## src/hw/rtl/gpio_ctl_pkg.sv

```systemverilog
// Shared types and constants of the GPIO mode, blink and latch controller.
package gpio_ctl_pkg;

  localparam int unsigned NUM_PINS = 40;
  localparam int unsigned PIN_W    = 6;
  localparam int unsigned PIN_SPAN = 2 ** PIN_W;
  localparam int unsigned CNT_W    = 8;
  localparam int unsigned CFG_W    = 40;

  typedef enum logic [2:0] {
    CMD_SET_INPUT = 3'd0,
    CMD_WRITE     = 3'd1,
    CMD_BLINK     = 3'd2,
    CMD_TICK      = 3'd3,
    CMD_SAMPLE    = 3'd4
  } cmd_e;

  typedef enum logic {
    REG_VALID_MASK = 1'b0,
    REG_THRESHOLD  = 1'b1
  } cfg_reg_e;

  localparam logic [2:0] MODE_FLOAT     = 3'd0;
  localparam logic [2:0] MODE_PULLUP    = 3'd1;
  localparam logic [2:0] MODE_PULLDOWN  = 3'd2;
  localparam logic [2:0] MODE_OUT_LOW   = 3'd3;
  localparam logic [2:0] MODE_OUT_HIGH  = 3'd4;
  localparam logic [2:0] MODE_BLINK_250 = 3'd5;
  localparam logic [2:0] MODE_BLINK_500 = 3'd6;

  localparam logic [1:0] LATCH_NONE = 2'd0;
  localparam logic [1:0] LATCH_LOW  = 2'd1;
  localparam logic [1:0] LATCH_HIGH = 2'd2;

  localparam logic [CNT_W-1:0] THRESHOLD_RESET = 8'd3;

  typedef struct packed {
    logic [2:0]          command;
    logic [PIN_W-1:0]    pin_index;
    logic [2:0]          sub_mode;
    logic [1:0]          latch_select;
    logic [1:0]          blink_phase;
    logic [NUM_PINS-1:0] pin_levels;
  } in_t;

  typedef struct packed {
    logic                status;
    logic [NUM_PINS-1:0] output_enable_mask;
    logic [NUM_PINS-1:0] output_level_mask;
    logic [NUM_PINS-1:0] pullup_mask;
    logic [NUM_PINS-1:0] pulldown_mask;
    logic [NUM_PINS-1:0] latched_mask;
  } out_t;

  typedef struct packed {
    logic load;
    logic exec;
  } ctl_t;

endpackage

```

## src/hw/rtl/gpio_ctl_fsm.sv

```systemverilog
// Controller: accepts a transaction, sequences execution and the result strobe.
module gpio_ctl_fsm (
  input  logic               clk_i,
  input  logic               rst_ni,
  input  logic               start,
  output logic               busy,
  output logic               done_o,
  output gpio_ctl_pkg::ctl_t ctl_o
);
  import gpio_ctl_pkg::*;

  typedef enum logic {
    ST_IDLE,
    ST_EXEC
  } state_e;

  state_e state_q;
  logic   done_q;

  always_ff @(posedge clk_i or negedge rst_ni) begin
    if (!rst_ni) begin
      state_q <= ST_IDLE;
      done_q  <= 1'b0;
    end else begin
      unique case (state_q)
        ST_IDLE: begin
          done_q <= 1'b0;
          if (start) begin
            state_q <= ST_EXEC;
          end
        end
        ST_EXEC: begin
          done_q  <= 1'b1;
          state_q <= ST_IDLE;
        end
        default: begin
          done_q  <= 1'b0;
          state_q <= ST_IDLE;
        end
      endcase
    end
  end

  assign busy       = (state_q == ST_EXEC);
  assign done_o     = done_q;
  assign ctl_o.load = start && (state_q == ST_IDLE);
  assign ctl_o.exec = (state_q == ST_EXEC);

endmodule

```

## src/hw/rtl/gpio_ctl_datapath.sv

```systemverilog
// Datapath: configuration, per-pin state lanes and the result register.
module gpio_ctl_datapath (
  input  logic                                clk_i,
  input  logic                                rst_ni,
  input  gpio_ctl_pkg::ctl_t                  ctl_i,
  input  gpio_ctl_pkg::in_t                   item_i,
  input  logic                                cfg_we_i,
  input  logic                                cfg_idx_i,
  input  logic [gpio_ctl_pkg::CFG_W-1:0]      cfg_wdata_i,
  output gpio_ctl_pkg::out_t                  result_o
);
  import gpio_ctl_pkg::*;

  in_t                 item_q;
  out_t                result_q;
  logic [NUM_PINS-1:0] valid_q;
  logic [CNT_W-1:0]    thr_q;

  logic [PIN_SPAN-1:0] valid_ext;
  logic                usable_pin;
  logic                arg_ok;
  logic                status_d;
  logic                apply;
  logic                is_tick;
  logic                is_sample;
  logic                l250;
  logic                l500;
  logic [NUM_PINS-1:0] oe_d, ol_d, pu_d, pd_d, la_d;

  always_ff @(posedge clk_i or negedge rst_ni) begin
    if (!rst_ni) begin
      valid_q <= '0;
      thr_q   <= THRESHOLD_RESET;
    end else if (cfg_we_i) begin
      unique case (cfg_reg_e'(cfg_idx_i))
        REG_VALID_MASK: valid_q <= cfg_wdata_i[NUM_PINS-1:0];
        REG_THRESHOLD:  thr_q   <= cfg_wdata_i[CNT_W-1:0];
        default:        valid_q <= valid_q;
      endcase
    end
  end

  always_ff @(posedge clk_i) begin
    if (ctl_i.load) begin
      item_q <= item_i;
    end
    if (ctl_i.exec) begin
      result_q.status             <= status_d;
      result_q.output_enable_mask <= oe_d;
      result_q.output_level_mask  <= ol_d;
      result_q.pullup_mask        <= pu_d;
      result_q.pulldown_mask      <= pd_d;
      result_q.latched_mask       <= la_d;
    end
  end

  assign valid_ext  = PIN_SPAN'(valid_q);
  assign usable_pin = (item_q.pin_index < PIN_W'(NUM_PINS)) && valid_ext[item_q.pin_index];

  always_comb begin
    arg_ok   = 1'b1;
    status_d = 1'b0;
    case (item_q.command) inside
      CMD_SET_INPUT: begin
        arg_ok   = (item_q.sub_mode <= MODE_PULLDOWN) && (item_q.latch_select <= LATCH_HIGH);
        status_d = !(usable_pin && arg_ok);
      end
      CMD_WRITE, CMD_BLINK: begin
        arg_ok   = (item_q.sub_mode <= 3'd1);
        status_d = !(usable_pin && arg_ok);
      end
      CMD_TICK, CMD_SAMPLE: status_d = 1'b0;
      default:              status_d = 1'b1;
    endcase
  end

  assign apply     = !status_d && (item_q.command <= CMD_BLINK);
  assign is_tick   = (item_q.command == CMD_TICK);
  assign is_sample = (item_q.command == CMD_SAMPLE);
  assign l250      = !item_q.blink_phase[0];
  assign l500      = !item_q.blink_phase[1];

  for (genvar p = 0; p < NUM_PINS; p++) begin : gen_pin
    logic [2:0]       mode_q, mode_d;
    logic [1:0]       lmode_q, lmode_d;
    logic             latched_q, latched_d;
    logic [CNT_W-1:0] cnt_q, cnt_d;
    logic             prev_q, prev_d;
    logic             drive_q, drive_d;
    logic             hit;
    logic             lvl;
    logic             target;
    logic [CNT_W-1:0] cnt_inc;
    logic [CNT_W-1:0] cnt_sat;

    assign hit     = apply && (item_q.pin_index == PIN_W'(p));
    assign lvl     = item_q.pin_levels[p];
    assign target  = (lmode_q == LATCH_HIGH);
    assign cnt_inc = (cnt_q == '1) ? cnt_q : cnt_q + CNT_W'(1);
    assign cnt_sat = (cnt_inc > thr_q) ? thr_q : cnt_inc;

    always_comb begin
      mode_d    = mode_q;
      lmode_d   = lmode_q;
      latched_d = latched_q;
      cnt_d     = cnt_q;
      prev_d    = prev_q;
      drive_d   = drive_q;
      if (hit) begin
        case (item_q.command)
          CMD_SET_INPUT: begin
            mode_d    = item_q.sub_mode;
            lmode_d   = item_q.latch_select;
            latched_d = 1'b0;
            cnt_d     = '0;
            prev_d    = 1'b0;
          end
          CMD_WRITE: begin
            mode_d  = item_q.sub_mode[0] ? MODE_OUT_HIGH : MODE_OUT_LOW;
            drive_d = item_q.sub_mode[0];
          end
          CMD_BLINK: begin
            mode_d  = item_q.sub_mode[0] ? MODE_BLINK_500 : MODE_BLINK_250;
            drive_d = 1'b0;
          end
          default: mode_d = mode_q;
        endcase
      end
      if (is_tick && valid_q[p]) begin
        if (mode_q == MODE_BLINK_250) begin
          drive_d = l250;
        end else if (mode_q == MODE_BLINK_500) begin
          drive_d = l500;
        end
      end
      if (is_sample && valid_q[p] && (lmode_q != LATCH_NONE) && !latched_q &&
          (mode_q <= MODE_PULLDOWN)) begin
        if (lvl == target) begin
          if (prev_q == target) begin
            cnt_d = cnt_sat;
            if (cnt_sat >= thr_q) begin
              latched_d = 1'b1;
            end
          end else begin
            cnt_d = CNT_W'(1);
          end
        end else begin
          cnt_d = '0;
        end
        prev_d = lvl;
      end
    end

    always_ff @(posedge clk_i or negedge rst_ni) begin
      if (!rst_ni) begin
        mode_q    <= MODE_FLOAT;
        lmode_q   <= LATCH_NONE;
        latched_q <= 1'b0;
        cnt_q     <= '0;
        prev_q    <= 1'b0;
        drive_q   <= 1'b0;
      end else if (ctl_i.exec) begin
        mode_q    <= mode_d;
        lmode_q   <= lmode_d;
        latched_q <= latched_d;
        cnt_q     <= cnt_d;
        prev_q    <= prev_d;
        drive_q   <= drive_d;
      end
    end

    assign oe_d[p] = (mode_d >= MODE_OUT_LOW);
    assign ol_d[p] = (mode_d >= MODE_OUT_LOW) && drive_d;
    assign pu_d[p] = (mode_d == MODE_PULLUP);
    assign pd_d[p] = (mode_d == MODE_PULLDOWN);
    assign la_d[p] = latched_d;
  end

  assign result_o = result_q;

endmodule

```

## src/hw/rtl/gpio_mode_blink_latch_controller_unit.sv

```systemverilog
// Top level of the GPIO mode, blink and latch controller.
// A transaction is taken at a clock edge with start high and busy low. busy is then
// high during the execution state, in which the per-pin state of all 40 pins updates
// in parallel; the following cycle shows the result on result_o with done_o high
// for exactly that one cycle. The receiver cannot stall, so the result must be
// captured then. A new start is taken in the done_o cycle, so a new transaction can
// be accepted while the previous result is shown.
// Configuration writes take effect at the write edge and belong in idle periods.
module gpio_mode_blink_latch_controller_unit (
  input  logic                           clk_i,
  input  logic                           rst_ni,
  input  logic                           start,
  output logic                           busy,
  input  gpio_ctl_pkg::in_t              item_i,
  output logic                           done_o,
  output gpio_ctl_pkg::out_t             result_o,
  input  logic                           cfg_we_i,
  input  logic                           cfg_idx_i,
  input  logic [gpio_ctl_pkg::CFG_W-1:0] cfg_wdata_i
);
  import gpio_ctl_pkg::*;

  ctl_t ctl;

  gpio_ctl_fsm u_fsm (
    .clk_i  (clk_i),
    .rst_ni (rst_ni),
    .start  (start),
    .busy   (busy),
    .done_o (done_o),
    .ctl_o  (ctl)
  );

  gpio_ctl_datapath u_dp (
    .clk_i       (clk_i),
    .rst_ni      (rst_ni),
    .ctl_i       (ctl),
    .item_i      (item_i),
    .cfg_we_i    (cfg_we_i),
    .cfg_idx_i   (cfg_idx_i),
    .cfg_wdata_i (cfg_wdata_i),
    .result_o    (result_o)
  );

endmodule

```

## config.mk

```make
export PLATFORM = sky130hd
export DESIGN_NAME = gpio_mode_blink_latch_controller_unit
export DESIGN_NICKNAME = d
export VERILOG_FILES = /design/src/hw/rtl/gpio_ctl_pkg.sv /design/src/hw/rtl/gpio_ctl_fsm.sv /design/src/hw/rtl/gpio_ctl_datapath.sv /design/src/hw/rtl/gpio_mode_blink_latch_controller_unit.sv
export SDC_FILE = /design/constraint.sdc
export NUM_CORES = 2
export LEC_CHECK = 0
export ABC_CLOCK_PERIOD_IN_PS = 8580
export CORE_MARGIN = 3
export CORE_UTILIZATION = 60
export DETAILED_ROUTE_END_ITERATION = 7
export DONT_BUFFER_PORTS = 1
export GPL_TIMING_DRIVEN = 0
export PLACE_DENSITY = 0.76
export SLEW_MARGIN = 20
export SYNTH_ARGS = -nofsm -noshare
export SYNTH_HDL_FRONTEND = slang
export SYNTH_SLANG_ARGS = --single-unit
```

## constraint.sdc

```tcl
create_clock -name clk_i -period 8.58 [get_ports clk_i]
set_clock_uncertainty 0.05 [all_clocks]
set_input_delay 0.858 -clock clk_i [delete_from_list [all_inputs] [get_ports clk_i]]
set_output_delay 0.858 -clock clk_i [all_outputs]
set_load 0.01 [all_outputs]
```

; ---- Word level (Yosys, flattened, before mapping)
; Cells that the tools add are included.
[word_totals]
mem_bits_ro = 0
in_bits = 101
memories = 0
ff_bits = 947
ram_bits = 0
elab_cells = 2216
latch_bits = 0
output_inout_bits = 203
[op_classes]
n_bitwise = 2
n_reduce_logical = 537
multipliers = 0
mux = 852
n_lt_le_gt_ge = 166
eq_ne = 363
div = 0
shifts = 0
n_addsub = 40
[ops]
columns = operator, count
row1 = 8-bit 2-to-1 mux, 241
row2 = 1-bit 2-to-1 mux, 486
row3 = 3-bit case mux with 3 select lines, 40
row4 = "8-bit by 1-bit adder with 8-bit output, second input constant", 40
row5 = "8-bit equality test, second input constant", 40
row6 = 8-bit greater-or-equal comparator, 40
row7 = 8-bit greater-than comparator, 40
row8 = 1-bit logical AND, 286
row9 = "3-bit equality test, second input constant", 81
row10 = 3-bit AND reduction, 80
row11 = 2-bit nonzero test, 120
row12 = "3-bit by 2-bit equality test with 1-bit output, second input constant", 42
row13 = "3-bit by 2-bit less-or-equal comparator with 1-bit output, second input constant", 42
row14 = "3-bit by 1-bit equality test with 1-bit output, second input constant", 41
row15 = 3-bit 2-to-1 mux, 41
row16 = "3-bit by 2-bit greater-or-equal comparator with 1-bit output, second input constant", 40
row17 = "6-bit by 5-bit equality test with 1-bit output, second input constant", 16
row18 = 1-bit case mux with 2 select lines, 42
row19 = 1-bit equality test, 80
row20 = "2-bit equality test, second input constant", 40
row21 = "6-bit by 4-bit equality test with 1-bit output, second input constant", 8
row22 = "6-bit equality test, second input constant", 8
row23 = 1-bit zero test, 45
row24 = "6-bit by 3-bit equality test with 1-bit output, second input constant", 4
row25 = 13 further kinds, 17

; ---- Longest topological paths before layout
[logic_depth]
depth_word = 15
ltp_mapped = 23
depth_no_buf = 23

; ---- Hierarchy
; Synthesis repeated with hierarchy kept, for this count alone.
[unflattened]
cells_unflattened = 7176
area_unflattened_um2 = 68443.1
[modules_own_cells]
columns = module, n_inst, cells_each, area_per_inst_um2
row1 = gpio_ctl_datapath, 1, 7172, 68371.8
row2 = gpio_ctl_fsm, 1, 4, 71.3

; ---- Worst setup path before layout
; OpenSTA, ideal clock, no wires.
[synth_path]
path_kind = register -> register
from = reg u_fsm.state_q (netlist: u_fsm.busy)
to = reg u_dp.item_q (netlist bit u_dp.gen_pin[0].lvl), enable pin
path_slack_ps = 1565
stages_incl_launch_ff = 6
arrival_time_ps = 6488
path_buffers = 4
period_less_slack_ps = 7015
setup_ps = 477
required_ps = 8053
cell_sequence = dfrtp_1 clkbuf_1 clkbuf_1 buf_1 clkbuf_1 nor2b_1
[synth_rtl]
columns = element, line
row1 = from (decl), gpio_ctl_fsm.sv:17  ; state_e state_q;
row2 = from (signal assigned), gpio_ctl_fsm.sv:22  ; state_q <= ST_IDLE;
row3 = from (signal assigned), gpio_ctl_fsm.sv:29  ; state_q <= ST_EXEC;
row4 = from (signal assigned), gpio_ctl_fsm.sv:34  ; state_q <= ST_IDLE;
row5 = to (signal assigned), gpio_ctl_datapath.sv:45  ; item_q <= item_i;
row6 = to (decl), gpio_ctl_datapath.sv:14  ; in_t item_q;

; ---- Worst setup path after layout
[layout_path]
from = reg u_dp.thr_q[2]
to = reg u_dp.result_q (netlist bit u_dp.result_o[31]) (data pin)
[layout_between]
elab_chain_len = 7
[layout_lines]
columns = element, line
row1 = from (decl), gpio_ctl_datapath.sv:17  ; logic [CNT_W-1:0] thr_q;
row2 = from (signal assigned), gpio_ctl_datapath.sv:37  ; REG_THRESHOLD: thr_q <= cfg_wdata_i[CNT_W-1:0];
row3 = 8-bit greater-than comparator, gpio_ctl_datapath.sv:100  ; assign cnt_sat = (cnt_inc > thr_q) ? thr_q : cnt_inc;
row4 = 8-bit 2-to-1 mux, gpio_ctl_datapath.sv:100
row5 = 8-bit greater-or-equal comparator *, gpio_ctl_datapath.sv:141  ; if (cnt_sat >= thr_q) begin
row6 = 1-bit 2-to-1 mux *, gpio_ctl_datapath.sv:141
row7 = 1-bit 2-to-1 mux *, gpio_ctl_datapath.sv:139  ; if (prev_q == target) begin
row8 = 1-bit 2-to-1 mux *, gpio_ctl_datapath.sv:138  ; if (lvl == target) begin
row9 = 1-bit 2-to-1 mux *, gpio_ctl_datapath.sv:136  ; if (is_sample && valid_q[p] && (lmode_q != LATCH_NONE) && !latched_q &&
row10 = net u_dp.gen_pin[31].latched_d, gpio_ctl_datapath.sv:86  ; logic latched_q, latched_d;
row11 = to (decl), gpio_ctl_datapath.sv:15  ; out_t result_q;
; Mark *: on every way through the listed nets, which the timed path passes. The rest lies on a longest branch.
; A chain may end at the register's enable or synchronous reset.

==> results.yml <==
min_path:
  min_path_type: "input port to async pin"
outcome:
  status: "complete, but fails checks"
  violations: "hold timing"
clock_tree:
  cts.clk_slew.worst_paths_ns: 0.06
  cts_tree: "done"
  post_cts_resized: 0
  cts_buffers: 107
  root_buffer: "clkbuf_16"
  cts_buffer_depth: 3
  cts_sinks: 947
  clk_latency_ns: 0.74
  htree_levels: 3
sta:
  period_minus_slack_ns: 6.531
  finalSetupTns_ns: 0
  final-setup-viol-count: 0
  slew_headroom: 0.1055
  final_max_slew_viol_count: 0
  fin_crit_sh: 0.7612
  rsz0062_at_grt: "no"
  max_freq_mhz: 153.1
  timing.hold.ws_ns: -0.003023
  tightestPinTransition_ns: 1.342
  hold_viol_final: 3
drt:
  via_count: 61500
  drc: 0
  drtIter0Drc: 7902
  wire_per_inst_um: 29.68
  detail_route.vias_per_cell: 6.979
  drt_wl_total_um: 261500
  antenna_left: 0
  dr.pass1.iters: 7
global_route:
  track_usage: 0.4414
  grt_antenna_before_repair: 35
  grt_max_degree: 691
  grt_overflow: 0
  grt_pass1_vias: 57490
  grt_pass1_wl_um: 376400
power_and_ir_drop:
  p_leak_nw: 33.91
  worst_ir_drop_vdd_mv: 0.2027
  power.density_nw_per_um2: 159.2
synthesis:
  synth_top_flop_cell: "dfrtp_1"
  synth_cell_types: 106
  syn_nets: 7830
  synth_edf_count: 257
  synth_area_um2: 66470
  synthArstFlopShare: 0.7286
  yosysTopAreaCellShare: 0.2590
  synth_top_cell_by_area: "dfrtp_1"
  synth_seq_area_share: 0.3759
  synth_area_leaders: "dfrtp_1, ha_1, edfxtp_1"
  ys_ff_latch: 947
  avgSynthCellArea_um2: 9.430
  netlist_instances: 7049
  ys_warn_count: 0
setup_path:
  cp_data_arrival_time_ns: 6.93
  critPathLaunchType: "flip-flop"
  cp-end-kind: "flip-flop"
  reg2reg_depth: 21
  worst-path-max-fanout: 40
  worstSetupPathType: "flip-flop to flip-flop"
  cp.required_ns: 8.98
place:
  io_buffers: 0
  hpwl_um: 187700
  place.gp.congestion: 1.052
die:
  io_pins: 304
  rows: 121
  fp.coreArea_um2: 109500
  initial_utilization: 0.6073
  fp.dieArea_um2: 114800
  die_y_um: 338.8
  dieWidth_um: 338.8
finish:
  nets: 7984
  area_delta_synth_final_pct: 10.48
  fillers: 8557
  drive_above_1_share: 0.1128
job:
  cap_violations: 0
[path summary, 6_finish.rpt]
| kind | start | to | slack [ns] |
|---|---|---|---|
| worst max-delay path | u_dp.thr_q[2] | u_dp.result_o[31] | 2.05 |
| worst max register to register | u_dp.thr_q[2] | u_dp.result_o[31] | 2.05 |
| min in group clk_i | item_i[27] | u_dp.gen_pin[27].lvl | 0.16 |
| worst min register to register | u_dp.gen_pin[16].drive_q | u_dp.gen_pin[16].drive_q | 0.45 |
| max in group asynchronous | rst_ni | u_fsm.busy | 7.02 |
| worst min-delay path | rst_ni | u_dp.gen_pin[12].cnt_q[1] | -0.003 |
[sequential cells by signal (all words and copies together) (netlist names)]
name / cells
u_dp.gen_pin.cnt_q: 320
u_dp.gen_pin.drive_q: 40
u_dp.gen_pin.latched_q: 40
u_dp.gen_pin.lmode_q: 80
u_dp.gen_pin.lvl: 40
u_dp.gen_pin.mode_q: 120
u_dp.gen_pin.prev_q: 40
u_dp.item_q: 16
u_dp.result_o: 201
u_dp.thr_q: 8
u_dp.valid_q: 40
u_fsm.busy: 1
u_fsm.done_o: 1
[routing by layer]
metal	global-route usage	routed length [µm]	vias up
met5	0	99	-
met4	0.3355	24380	14
met3	0.1389	33980	1103
met2	0.6253	105800	4071
met1	0.5625	97280	29570
li1	-	-	26740
[synth_stat cells (110+ instances only)]
cell,n
mux2i_1,110
o21a_1,151
edfxtp_1,257
o21ai_0,571
a21oi_1,416
dfrtp_1,688
nand3_1,397
a21o_1,155
o31ai_1,118
nor2_1,417
nand2_1,627
and3_1,159
inv_1,264
clkbuf_1,172
nor2b_1,157
ha_1,680
xnor2_1,113
mux2_2,374
[power breakdown]
| part | switching (mW) | internal, mW |
|---|---|---|
| logic | 1.30 | 0.536 |
| registers | 0.183 | 4.74 |
| clock network | 2.07 | 2.87 |
[cells by family after synthesis]
group,count (synthesis),share of synthesized area
AO/OA/AOI/OAI,2052,0.1999
AND/OR/NAND/NOR,2246,0.1672
multiplexers,492,0.08196
XOR/XNOR,121,0.01594
adder cells (fa/ha/maj),680,0.1280
flip-flops,947,0.3759
buffers and inverters,511,0.03115
[worst max-delay path, cell delays in order (launching register included)]
cell      delay (ns)
dfrtp_1         0.32
clkbuf_1        0.76
inv_1           0.59
clkbuf_4        0.47
buf_16          0.27
ha_1            0.35
nand3_1         0.07
o21bai_1        0.16
a31oi_1         0.17
nor2_1          0.05
a21oi_1         0.73
mux2i_1         0.43
inv_1           0.08
ha_1            0.27
nand2b_1        0.14
a21o_1          0.17
a21o_1          0.17
a21oi_1         0.23
o22ai_1         0.12
o21ai_0         0.16
a21oi_1         0.11
a21o_1          0.28
[metrics by stage]
| step | utilization | instance area, µm² | setup slack, ns | power [mW] | cells |
|---|---|---|---|---|---|
| final | 0.6709 | 73430 | 2.049 | 11.69 | 8812 |
| after global routing | 0.6702 | 73360 | 2.017 | 11.95 | 8781 |
| after CTS | 0.6684 | 73170 | 2.326 | 11.54 | 8769 |
| after detailed placement | 0.6345 | 69450 | 2.356 | 6.670 | 8565 |
| after global placement | 0.6241 | 68320 | -6.234 | 6.500 | 8525 |
| after floorplan | - | 66470 | 1.565 | 5.773 | 7049 |
[placed cells by master, fill, tap and decap left out, types with 57 or more instances in the layout]
cell type,synthesis,layout
o21a_1,151,151
nor2_1,417,413
a32o_1,57,57
nor2b_1,157,156
dfrtp_1,688,687
clkbuf_16,0,109
o31ai_1,118,118
and2_1,62,62
nand2b_1,96,96
edfxtp_1,257,257
a22o_1,86,86
nand3_1,397,397
xnor2_1,113,113
a21o_1,155,155
inv_1,264,264
and3_1,159,159
mux2_2,374,374
ha_1,680,680
nor3_1,80,77
clkbuf_1,172,126
nand2_1,627,627
a21oi_1,416,415
nand4_1,84,84
o211ai_1,61,61
a211oi_1,72,72
o21ai_0,571,571
a31oi_1,73,72
mux2i_1,110,110
[layout make-up]
| type | instances | area, µm² | share of cell area |
|---|---|---|---|
| Clock inverter | 77 | 857.1 | 0.01167 |
| Buffer | 244 | 1162 | 0.01583 |
| Antenna cell | 38 | 95.09 | 0.001295 |
| Sequential cell | 947 | 24990 | 0.3404 |
| Tap cell | 1476 | 1847 | 0.02515 |
| Clock buffer | 127 | 2855 | 0.03888 |
| Multi-Input combinational cell | 5591 | 39540 | 0.5385 |
| Inverter | 267 | 1002 | 0.01365 |
| Timing Repair Buffer | 45 | 1079 | 0.01469 |
[repair_timing]
action,CTS,global route
setup endpoints to repair,0,0
hold endpoints to repair,688,123
buffers inserted,0,0
Power figures use the tool's default switching activity.
